**src/rtl/mouse_packet_cursor_tracker_top_macros.svh**
```systemverilog
// Assertion macros shared by the cursor tracker RTL.
`ifndef MOUSE_PACKET_CURSOR_TRACKER_TOP_MACROS_SVH
`define MOUSE_PACKET_CURSOR_TRACKER_TOP_MACROS_SVH

// Same-cycle implication, disabled while reset is asserted.
`define MPCT_ASSERT_IMPLIES(label, clk, rstn, ante, cons) \
    label: assert property (@(posedge clk) disable iff (!rstn) (ante) |-> (cons)) \
        else $error("mpct: same-cycle check failed");

// Next-cycle implication, disabled while reset is asserted.
`define MPCT_ASSERT_NEXT(label, clk, rstn, ante, cons) \
    label: assert property (@(posedge clk) disable iff (!rstn) (ante) |=> (cons)) \
        else $error("mpct: next-cycle check failed");

`endif

```
**src/rtl/mpct_pkg.sv**
```systemverilog
// Types and constants shared by the cursor tracker modules.
package mpct_pkg;

    localparam int DIM_BITS = 14;

    // One input item as held in the input register.
    typedef struct packed {
        logic       op;
        logic [7:0] data_byte;
        logic       from_aux;
    } item_t;

    // Screen size as seen by the packet logic.
    typedef struct packed {
        logic [DIM_BITS-1:0] width;
        logic [DIM_BITS-1:0] height;
    } screen_cfg_t;

    // Item operation codes.
    localparam logic OP_BYTE = 1'b0;
    localparam logic OP_INIT = 1'b1;

    // Result event codes.
    localparam logic [2:0] EV_IGNORED  = 3'd0;
    localparam logic [2:0] EV_RESYNC   = 3'd1;
    localparam logic [2:0] EV_STORED   = 3'd2;
    localparam logic [2:0] EV_APPLIED  = 3'd3;
    localparam logic [2:0] EV_OVERFLOW = 3'd4;
    localparam logic [2:0] EV_INIT     = 3'd5;

    // Packet byte phase codes.
    localparam logic [1:0] PH_FIRST  = 2'd0;
    localparam logic [1:0] PH_SECOND = 2'd1;
    localparam logic [1:0] PH_THIRD  = 2'd2;
    localparam logic [1:0] PH_SPARE  = 2'd3;

    // Bit positions in the flags byte.
    localparam int SYNC_BIT  = 3;
    localparam int XSIGN_BIT = 4;
    localparam int YSIGN_BIT = 5;
    localparam int XOVF_BIT  = 6;
    localparam int YOVF_BIT  = 7;

    // Register indexes, decoded from paddr[2].
    localparam logic REG_WIDTH  = 1'b0;
    localparam logic REG_HEIGHT = 1'b1;

    localparam logic [DIM_BITS-1:0] WIDTH_RESET  = 14'd640;
    localparam logic [DIM_BITS-1:0] HEIGHT_RESET = 14'd480;

endpackage

```
**src/rtl/mpct_regs.sv**
```systemverilog
// APB-style configuration registers holding the screen size.
module mpct_regs (
    input  logic                  aclk,
    input  logic                  aresetn,
    input  logic                  psel,
    input  logic                  penable,
    input  logic                  pwrite,
    input  logic [2:0]            paddr,
    input  logic [31:0]           pwdata,
    output logic [31:0]           prdata,
    output logic                  pready,
    output mpct_pkg::screen_cfg_t cfg
);
    import mpct_pkg::*;

    logic [DIM_BITS-1:0] width_reg;
    logic [DIM_BITS-1:0] height_reg;
    logic                wr_en;

    assign wr_en  = psel && penable && pwrite;
    assign pready = 1'b1;

    always_ff @(posedge aclk) begin
        if (!aresetn) begin
            width_reg  <= WIDTH_RESET;
            height_reg <= HEIGHT_RESET;
        end else if (wr_en) begin
            unique case (paddr[2])
                REG_WIDTH:  width_reg  <= pwdata[DIM_BITS-1:0];
                REG_HEIGHT: height_reg <= pwdata[DIM_BITS-1:0];
                default:    ;
            endcase
        end
    end

    always_comb begin
        unique case (paddr[2])
            REG_WIDTH:  prdata = {{(32-DIM_BITS){1'b0}}, width_reg};
            REG_HEIGHT: prdata = {{(32-DIM_BITS){1'b0}}, height_reg};
            default:    prdata = '0;
        endcase
    end

    assign cfg.width  = width_reg;
    assign cfg.height = height_reg;

endmodule

```
**src/rtl/mpct_core.sv**
```systemverilog
// Packet assembly state and combinational cursor update logic.
`include "mouse_packet_cursor_tracker_top_macros.svh"
module mpct_core #(
    parameter int COORD_BITS = 13
) (
    input  logic                  aclk,
    input  logic                  aresetn,
    input  logic                  fire,
    input  mpct_pkg::item_t       item,
    input  mpct_pkg::screen_cfg_t cfg,
    output logic [2:0]            event_next,
    output logic [COORD_BITS-1:0] x_next,
    output logic [COORD_BITS-1:0] y_next,
    output logic [2:0]            buttons_next,
    output logic [31:0]           count_next
);
    import mpct_pkg::*;

    // Width for dimension arithmetic, and signed width for position sums.
    localparam int LW = ((COORD_BITS > DIM_BITS) ? COORD_BITS : DIM_BITS) + 1;
    localparam int SW = COORD_BITS + 2;
    localparam logic [LW-1:0] COORD_MAX_L = LW'((1 << COORD_BITS) - 1);

    logic [COORD_BITS-1:0] pos_x_reg;
    logic [COORD_BITS-1:0] pos_y_reg;
    logic [2:0]            buttons_reg;
    logic [31:0]           count_reg;
    logic [1:0]            phase_reg;
    logic [1:0]            phase_next;
    logic [7:0]            first_reg;
    logic [7:0]            first_next;
    logic [7:0]            second_reg;
    logic [7:0]            second_next;
    logic                  ready_reg;
    logic                  ready_next;

    logic signed [9:0]     dx;
    logic signed [9:0]     neg_dy;

    function automatic logic [COORD_BITS-1:0] sat_coord(input logic [LW-1:0] v);
        return (v > COORD_MAX_L) ? COORD_MAX_L[COORD_BITS-1:0] : v[COORD_BITS-1:0];
    endfunction

    function automatic logic [COORD_BITS-1:0] limit_of(input logic [DIM_BITS-1:0] dim);
        logic [LW-1:0] d;
        d = LW'(dim);
        if (dim == '0) begin
            return '0;
        end
        return sat_coord(d - LW'(1));
    endfunction

    function automatic logic [COORD_BITS-1:0] centre_of(input logic [DIM_BITS-1:0] dim);
        logic [LW-1:0] d;
        d = LW'(dim) >> 1;
        return sat_coord(d);
    endfunction

    function automatic logic [COORD_BITS-1:0] move_clamped(
        input logic [COORD_BITS-1:0] pos,
        input logic signed [9:0]     delta,
        input logic [COORD_BITS-1:0] limit
    );
        logic signed [SW-1:0] v;
        logic signed [SW-1:0] lim;
        v   = $signed({2'b00, pos}) + SW'(delta);
        lim = $signed({2'b00, limit});
        if (v < 0) begin
            return '0;
        end
        if (v > lim) begin
            return limit;
        end
        return v[COORD_BITS-1:0];
    endfunction

    // Motion is 9-bit two's complement with the sign held in the flags byte.
    assign dx     = $signed({first_reg[XSIGN_BIT], first_reg[XSIGN_BIT], second_reg});
    assign neg_dy = 10'sd0 - $signed({first_reg[YSIGN_BIT], first_reg[YSIGN_BIT],
                                      item.data_byte});

    always_comb begin
        event_next   = EV_IGNORED;
        x_next       = pos_x_reg;
        y_next       = pos_y_reg;
        buttons_next = buttons_reg;
        count_next   = count_reg;
        phase_next   = phase_reg;
        first_next   = first_reg;
        second_next  = second_reg;
        ready_next   = ready_reg;
        if (item.op == OP_INIT) begin
            if (cfg.width != '0 && cfg.height != '0) begin
                x_next = centre_of(cfg.width);
                y_next = centre_of(cfg.height);
            end
            phase_next = PH_FIRST;
            ready_next = 1'b1;
            event_next = EV_INIT;
        end else if (item.from_aux && ready_reg) begin
            case (phase_reg)
                PH_FIRST: begin
                    if (!item.data_byte[SYNC_BIT]) begin
                        event_next = EV_RESYNC;
                    end else begin
                        first_next = item.data_byte;
                        phase_next = PH_SECOND;
                        event_next = EV_STORED;
                    end
                end
                PH_SECOND: begin
                    second_next = item.data_byte;
                    phase_next  = PH_THIRD;
                    event_next  = EV_STORED;
                end
                default: begin
                    // Third byte completes the packet.
                    phase_next = PH_FIRST;
                    if (first_reg[XOVF_BIT] || first_reg[YOVF_BIT]) begin
                        event_next = EV_OVERFLOW;
                    end else begin
                        x_next       = move_clamped(pos_x_reg, dx, limit_of(cfg.width));
                        y_next       = move_clamped(pos_y_reg, neg_dy, limit_of(cfg.height));
                        buttons_next = first_reg[2:0];
                        count_next   = count_reg + 32'd1;
                        event_next   = EV_APPLIED;
                    end
                end
            endcase
        end
    end

    always_ff @(posedge aclk) begin
        if (!aresetn) begin
            pos_x_reg   <= '0;
            pos_y_reg   <= '0;
            buttons_reg <= '0;
            count_reg   <= '0;
            phase_reg   <= PH_FIRST;
            ready_reg   <= 1'b0;
        end else if (fire) begin
            pos_x_reg   <= x_next;
            pos_y_reg   <= y_next;
            buttons_reg <= buttons_next;
            count_reg   <= count_next;
            phase_reg   <= phase_next;
            ready_reg   <= ready_next;
        end
    end

    // Packet bytes carry no reset; the phase keeps them from being read unwritten.
    always_ff @(posedge aclk) begin
        if (fire) begin
            first_reg  <= first_next;
            second_reg <= second_next;
        end
    end

    `MPCT_ASSERT_IMPLIES(a_phase_legal, aclk, aresetn, 1'b1, phase_reg != PH_SPARE)
    `MPCT_ASSERT_NEXT(a_count_step, aclk, aresetn, fire && event_next == EV_APPLIED, count_reg == $past(count_reg) + 32'd1)

endmodule

```
**src/rtl/mouse_packet_cursor_tracker_top.sv**
```systemverilog
// Top level of the PS/2 mouse packet cursor tracker.
//
//  Channel  | Direction | Handshake                   | Payload
//  ---------+-----------+-----------------------------+---------------------------------
//  s_       | in        | s_valid / s_ready           | op, data_byte, from_aux
//  m_       | out       | m_valid / m_ready           | event_res, cursor_x/y, buttons,
//           |           |                             | packet_count
//  APB      | in/out    | psel, penable, pwrite,pready| paddr, pwdata, prdata
//
// Each item passes from input transfer to result through the input register,
// then through the packet update logic into the result register.
// The block sustains one item per cycle while the result does not stall.
// State and result registers load in the same cycle, so a following item sees them.
// Reset is synchronous and active low; it clears the cursor, buttons, count,
// phase and the ready flag, and restores a 640 by 480 screen.
// A stalled result holds in the result register while an empty input register
// still takes one more item, so the input side keeps moving for one transfer.
`include "mouse_packet_cursor_tracker_top_macros.svh"
module mouse_packet_cursor_tracker_top #(
    parameter int COORD_BITS = 13
) (
    input  logic                  aclk,
    input  logic                  aresetn,

    input  logic                  s_valid,
    output logic                  s_ready,
    input  logic                  s_op,
    input  logic [7:0]            s_data_byte,
    input  logic                  s_from_aux,

    output logic                  m_valid,
    input  logic                  m_ready,
    output logic [2:0]            m_event_res,
    output logic [COORD_BITS-1:0] m_cursor_x,
    output logic [COORD_BITS-1:0] m_cursor_y,
    output logic [2:0]            m_buttons,
    output logic [31:0]           m_packet_count,

    input  logic                  psel,
    input  logic                  penable,
    input  logic                  pwrite,
    input  logic [2:0]            paddr,
    input  logic [31:0]           pwdata,
    output logic [31:0]           prdata,
    output logic                  pready
);
    import mpct_pkg::*;

    screen_cfg_t           cfg;
    item_t                 item_reg;
    logic                  in_valid_reg;
    logic                  advance;

    logic [2:0]            event_next;
    logic [COORD_BITS-1:0] x_next;
    logic [COORD_BITS-1:0] y_next;
    logic [2:0]            buttons_next;
    logic [31:0]           count_next;

    logic                  out_valid_reg;
    logic [2:0]            event_reg;
    logic [COORD_BITS-1:0] cursor_x_reg;
    logic [COORD_BITS-1:0] cursor_y_reg;
    logic [2:0]            buttons_reg;
    logic [31:0]           count_reg;

    mpct_regs u_regs (
        .aclk    (aclk),
        .aresetn (aresetn),
        .psel    (psel),
        .penable (penable),
        .pwrite  (pwrite),
        .paddr   (paddr),
        .pwdata  (pwdata),
        .prdata  (prdata),
        .pready  (pready),
        .cfg     (cfg)
    );

    // The held item moves on whenever the result register is free or draining.
    assign advance = in_valid_reg && (!out_valid_reg || m_ready);
    assign s_ready = !in_valid_reg || advance;

    always_ff @(posedge aclk) begin
        if (!aresetn) begin
            in_valid_reg <= 1'b0;
        end else if (s_ready) begin
            in_valid_reg <= s_valid;
        end
    end

    always_ff @(posedge aclk) begin
        if (s_valid && s_ready) begin
            item_reg.op        <= s_op;
            item_reg.data_byte <= s_data_byte;
            item_reg.from_aux  <= s_from_aux;
        end
    end

    mpct_core #(
        .COORD_BITS (COORD_BITS)
    ) u_core (
        .aclk         (aclk),
        .aresetn      (aresetn),
        .fire         (advance),
        .item         (item_reg),
        .cfg          (cfg),
        .event_next   (event_next),
        .x_next       (x_next),
        .y_next       (y_next),
        .buttons_next (buttons_next),
        .count_next   (count_next)
    );

    always_ff @(posedge aclk) begin
        if (!aresetn) begin
            out_valid_reg <= 1'b0;
        end else if (advance) begin
            out_valid_reg <= 1'b1;
        end else if (m_ready) begin
            out_valid_reg <= 1'b0;
        end
    end

    always_ff @(posedge aclk) begin
        if (advance) begin
            event_reg    <= event_next;
            cursor_x_reg <= x_next;
            cursor_y_reg <= y_next;
            buttons_reg  <= buttons_next;
            count_reg    <= count_next;
        end
    end

    assign m_valid        = out_valid_reg;
    assign m_event_res    = event_reg;
    assign m_cursor_x     = cursor_x_reg;
    assign m_cursor_y     = cursor_y_reg;
    assign m_buttons      = buttons_reg;
    assign m_packet_count = count_reg;

    `MPCT_ASSERT_NEXT(a_hold_item, aclk, aresetn, in_valid_reg && !advance, in_valid_reg)
    `MPCT_ASSERT_NEXT(a_result_loads, aclk, aresetn, advance, out_valid_reg)
    `MPCT_ASSERT_NEXT(a_item_taken, aclk, aresetn, s_valid && s_ready, in_valid_reg)

endmodule
```
**config.mk**
```make
export PLATFORM = sky130hd
export DESIGN_NAME = mouse_packet_cursor_tracker_top
export DESIGN_NICKNAME = d
export VERILOG_FILES = /design/src/rtl/mpct_pkg.sv /design/src/rtl/mpct_regs.sv /design/src/rtl/mpct_core.sv /design/src/rtl/mouse_packet_cursor_tracker_top.sv
export VERILOG_INCLUDE_DIRS = /design/src /design/src/rtl
export SDC_FILE = /design/constraint.sdc
export NUM_CORES = 1
export LEC_CHECK = 0
export ABC_AREA = 1
export BUFFER_PORTS_ARGS = -buffer_cell sky130_fd_sc_hd__buf_2
export CAP_MARGIN = 30
export CORE_UTILIZATION = 41
export DETAILED_ROUTE_END_ITERATION = 10
export PLACE_DENSITY = 0.57
export SLEW_MARGIN = 15
export SYNTH_ARGS = -nofsm -noshare
export SYNTH_HDL_FRONTEND = slang
export SYNTH_HIERARCHICAL = 1
export SYNTH_SLANG_ARGS = --single-unit
```
**constraint.sdc**
```tcl
create_clock -name aclk -period 9 [get_ports aclk]
set_input_delay 1.35 -clock aclk [delete_from_list [all_inputs] [get_ports aclk]]
set_output_delay 1.35 -clock aclk [all_outputs]
set_load 0.02 [all_outputs]
```
==> out/results.ini <==
[clock_network]
clock_latency_ns = 0.43
numCtsBuffers = 17
path_clk_slew_ns = 0.07
htreeDepth = 4
clk_path_buf_depth = 2
cts_tree = built
cts_resized = 0
clock_sinks = 183
cts-root-buf = clkbuf_16
postCtsHoldBufs = 0
post-cts-setup-buffers = 0

[setup_path]
critPathLaunchType = flip-flop
slowest_delay_ns = 0.53
crit_chain = inv_1 -> ha_1 -> nand3_2 -> nor2_4 -> nand2_1 -> nor2_1 -> nand2_2 -> inv_1 -> nor2_4 -> nand3_1 -> nand2_1 -> ha_1 -> nand2_1 -> o21ai_0 -> nand4_1 -> nand2_1 -> a21oi_1 -> o211ai_2 -> nand2_2 -> nand2_1 -> nand3_1 -> nand3_1 -> nand2_1 -> inv_1
crit_top_cell = nand2_1
path_max_fanout = 15
worstPathArrival_ns = 4.56
endpoint_kind = flip-flop
cp.required_ns = 9.37
r2r_setup_slack_ns = 4.81
cpMaxStageDelayCell = o211ai_2
crit_family = simple AND/OR/NAND/NOR gates
critPathBufInv = 3
worstSetupPathType = reg -> reg

[timing]
final_hold_viol_count = 0
fin_crit_sh_pct = 46.5
setup-violations-final = 0
setup_slack_ns = 4.81
period_needed_ns = 4.19
drv_slew = 0
setup-tns-final_ns = 0
max_clock_freq_mhz = 239
hold_ws_ns = 0.478
finClkSkew_ns = 0.0128
grt_setup_unrepaired = no
relSlewSlack_pct = 39.4
tightest_slew_ns = 0.906

[detailed_routing]
wirelength_um = 31000
ant_nets = 0
route.vias.total = 10352
drc = 0
drt-initial-drc-count = 823
wl_per_cell_um = 14.8
vias_per_cell = 4.93
firstDrtPassIters = 5

[synth]
netlist.top_cell.by_area = edfxtp_1
ys.flop_type = dfxtp_1
synthArstFlopShare_pct = 0
synth_seq_cells = 183
seq_area_frac_synth_pct = 38.1
synth-compound-area-share_pct = 10.8
syn_avg_cell_area_um2 = 7.38
ys.warnings.count = 6
syn_inst = 1619
synth_edf_count = 89
synth_area_mm2 = 0.0120
synthMuxAreaShare_pct = 0
synthDistinctLibCells = 52
yosys-top-cells-area = edfxtp_1, dfxtp_1, nand2_1
yosysTopAreaCellShare_pct = 22.4
synthXorXnorAreaFrac_pct = 4.69
synthSimpleGateAreaFrac_pct = 27.8
synth_adder_area_share_pct = 6.41
synthTopCellsByCount = nand2_1, inv_1, nand3_1
synth_top_family_by_area = simple AND/OR/NAND/NOR gates
yosysMostFrequentCell = nand2_1

[placed_design]
dpl_worst_slack_ns = 4.88
hpwlAfterDp_um = 22700
io_buffer_count = 111
gp_congestion = 0.910

[grt]
grt_pass1_wl_um = 50000
grt_usage_pct = 21.0
antenna_found_initial = 0
grt_max_degree = 83
grt-ovfl-total = 0
grt_pass1_vias = 9585

[cells_and_area]
drive_above_1_share_pct = 13.3
final_nets = 1814
diodes = 0
fillers = 2980
area_delta_synth_final_pct = 11.4

[pwr]
seq_power_share_pct = 43.9
p_sw_uw = 678
power_leakage_uw = 0.00653
power_frac_comb_pct = 19.7
p_clk_share_pct = 36.4
finalPower_uw = 2170
p_int_uw = 1490
ir_drop_v = 0.000128
switching_share_pct = 31.2
p_per_area_mw_per_mm2 = 163

[floorplanning]
die_h_um = 173
initial_core_util_pct = 41.6
row_count = 62
coreArea_mm2 = 0.0287
pin_count = 151
die_w_um = 173
die_area_mm2 = 0.0298

[outcome]
outcome = complete, no violations

[job]
maxCapViolations = 0

[hold_path]
min_path_type = reg -> reg

-- power by group through the flow --
stage | clock network [uW] | logic, uW | registers (uW)
after floorplan | 0 | 319 | 981
after global placement | 0 | 418 | 972
after detailed placement | 0 | 425 | 973
after CTS | 805 | 428 | 954
after global routing | 835 | 487 | 959
final | 791 | 428 | 954
-- per-layer routing --
layer | vias up | wire length [um] | global-route usage [%] | share of wire, %
met5 | - | 0 | 0 | 0
met2 | 219 | 14600 | 35.5 | 47
met3 | 19 | 1240 | 2.84 | 4.0
met1 | 4779 | 14800 | 28.3 | 48
met4 | 0 | 391 | 4.94 | 1.3
li1 | 5335 | - | - | -
-- final timing paths --
path,from,end,cells past startpoint
worst max-delay path,u_regs/width_reg[0]$_SDFFE_PN0P_,u_core/pos_x_reg[7]$_SDFFE_PN0P_,24
worst min-delay path,u_core/ready_reg$_SDFFE_PN0P_,u_core/ready_reg$_SDFFE_PN0P_,2
worst max register to register,u_regs/width_reg[0]$_SDFFE_PN0P_,u_core/pos_x_reg[7]$_SDFFE_PN0P_,24
worst min register to register,u_core/ready_reg$_SDFFE_PN0P_,u_core/ready_reg$_SDFFE_PN0P_,2
-- per-stage QoR --
step | util [%] | cells | instance area [um2]
final | 46.4 | 2099 | 13300
after global routing | 46.4 | 2099 | 13300
after CTS | 46.4 | 2098 | 13300
after detailed placement | 44.2 | 2066 | 12700
after global placement | 44.2 | 2064 | 12700
after floorplan | - | 1636 | 12000
-- tightest hold or removal path, cell delays in order, from the launching register on --
cell and delay [ns]:
dfxtp_1 0.33, nor2_1 0.05, nor2_1 0.07
-- cell usage in the layout (no fill, tap or decap), types with 19 or more instances in the layout --
cell,n
a21oi_1,103
buf_2,112
conb_1,19
dfxtp_1,94
edfxtp_1,89
ha_1,58
inv_1,253
nand2_1,330
nand2_2,23
nand3_1,162
nor2_1,135
o21ai_0,98
xor2_1,52
-- cell type report --
type | instances | area [um2] | area share (%)
clock buffers | 18 | 439 | 3.30
clock inverters | 14 | 183 | 1.37
inverters | 271 | 1020 | 7.66
multi-input cells | 1109 | 6020 | 45.2
flip-flops and latches | 183 | 4550 | 34.2
well taps | 384 | 480 | 3.61
repair buffers | 120 | 621 | 4.66
-- kinds of logic (layout without fill, tap and decap cells) --
| logic type | count (synthesis) | after routing |
|---|---|---|
| AND/OR/NAND/NOR | 728 | 728 |
| buffers and inverters | 344 | 423 |
| AO/OA/AOI/OAI | 238 | 238 |
| flip-flops | 183 | 183 |
| XOR/XNOR | 64 | 64 |
| adder cells (fa/ha/maj) | 60 | 60 |
| other | 2 | 19 |
Note: power is estimated with default switching activity, not from simulation.
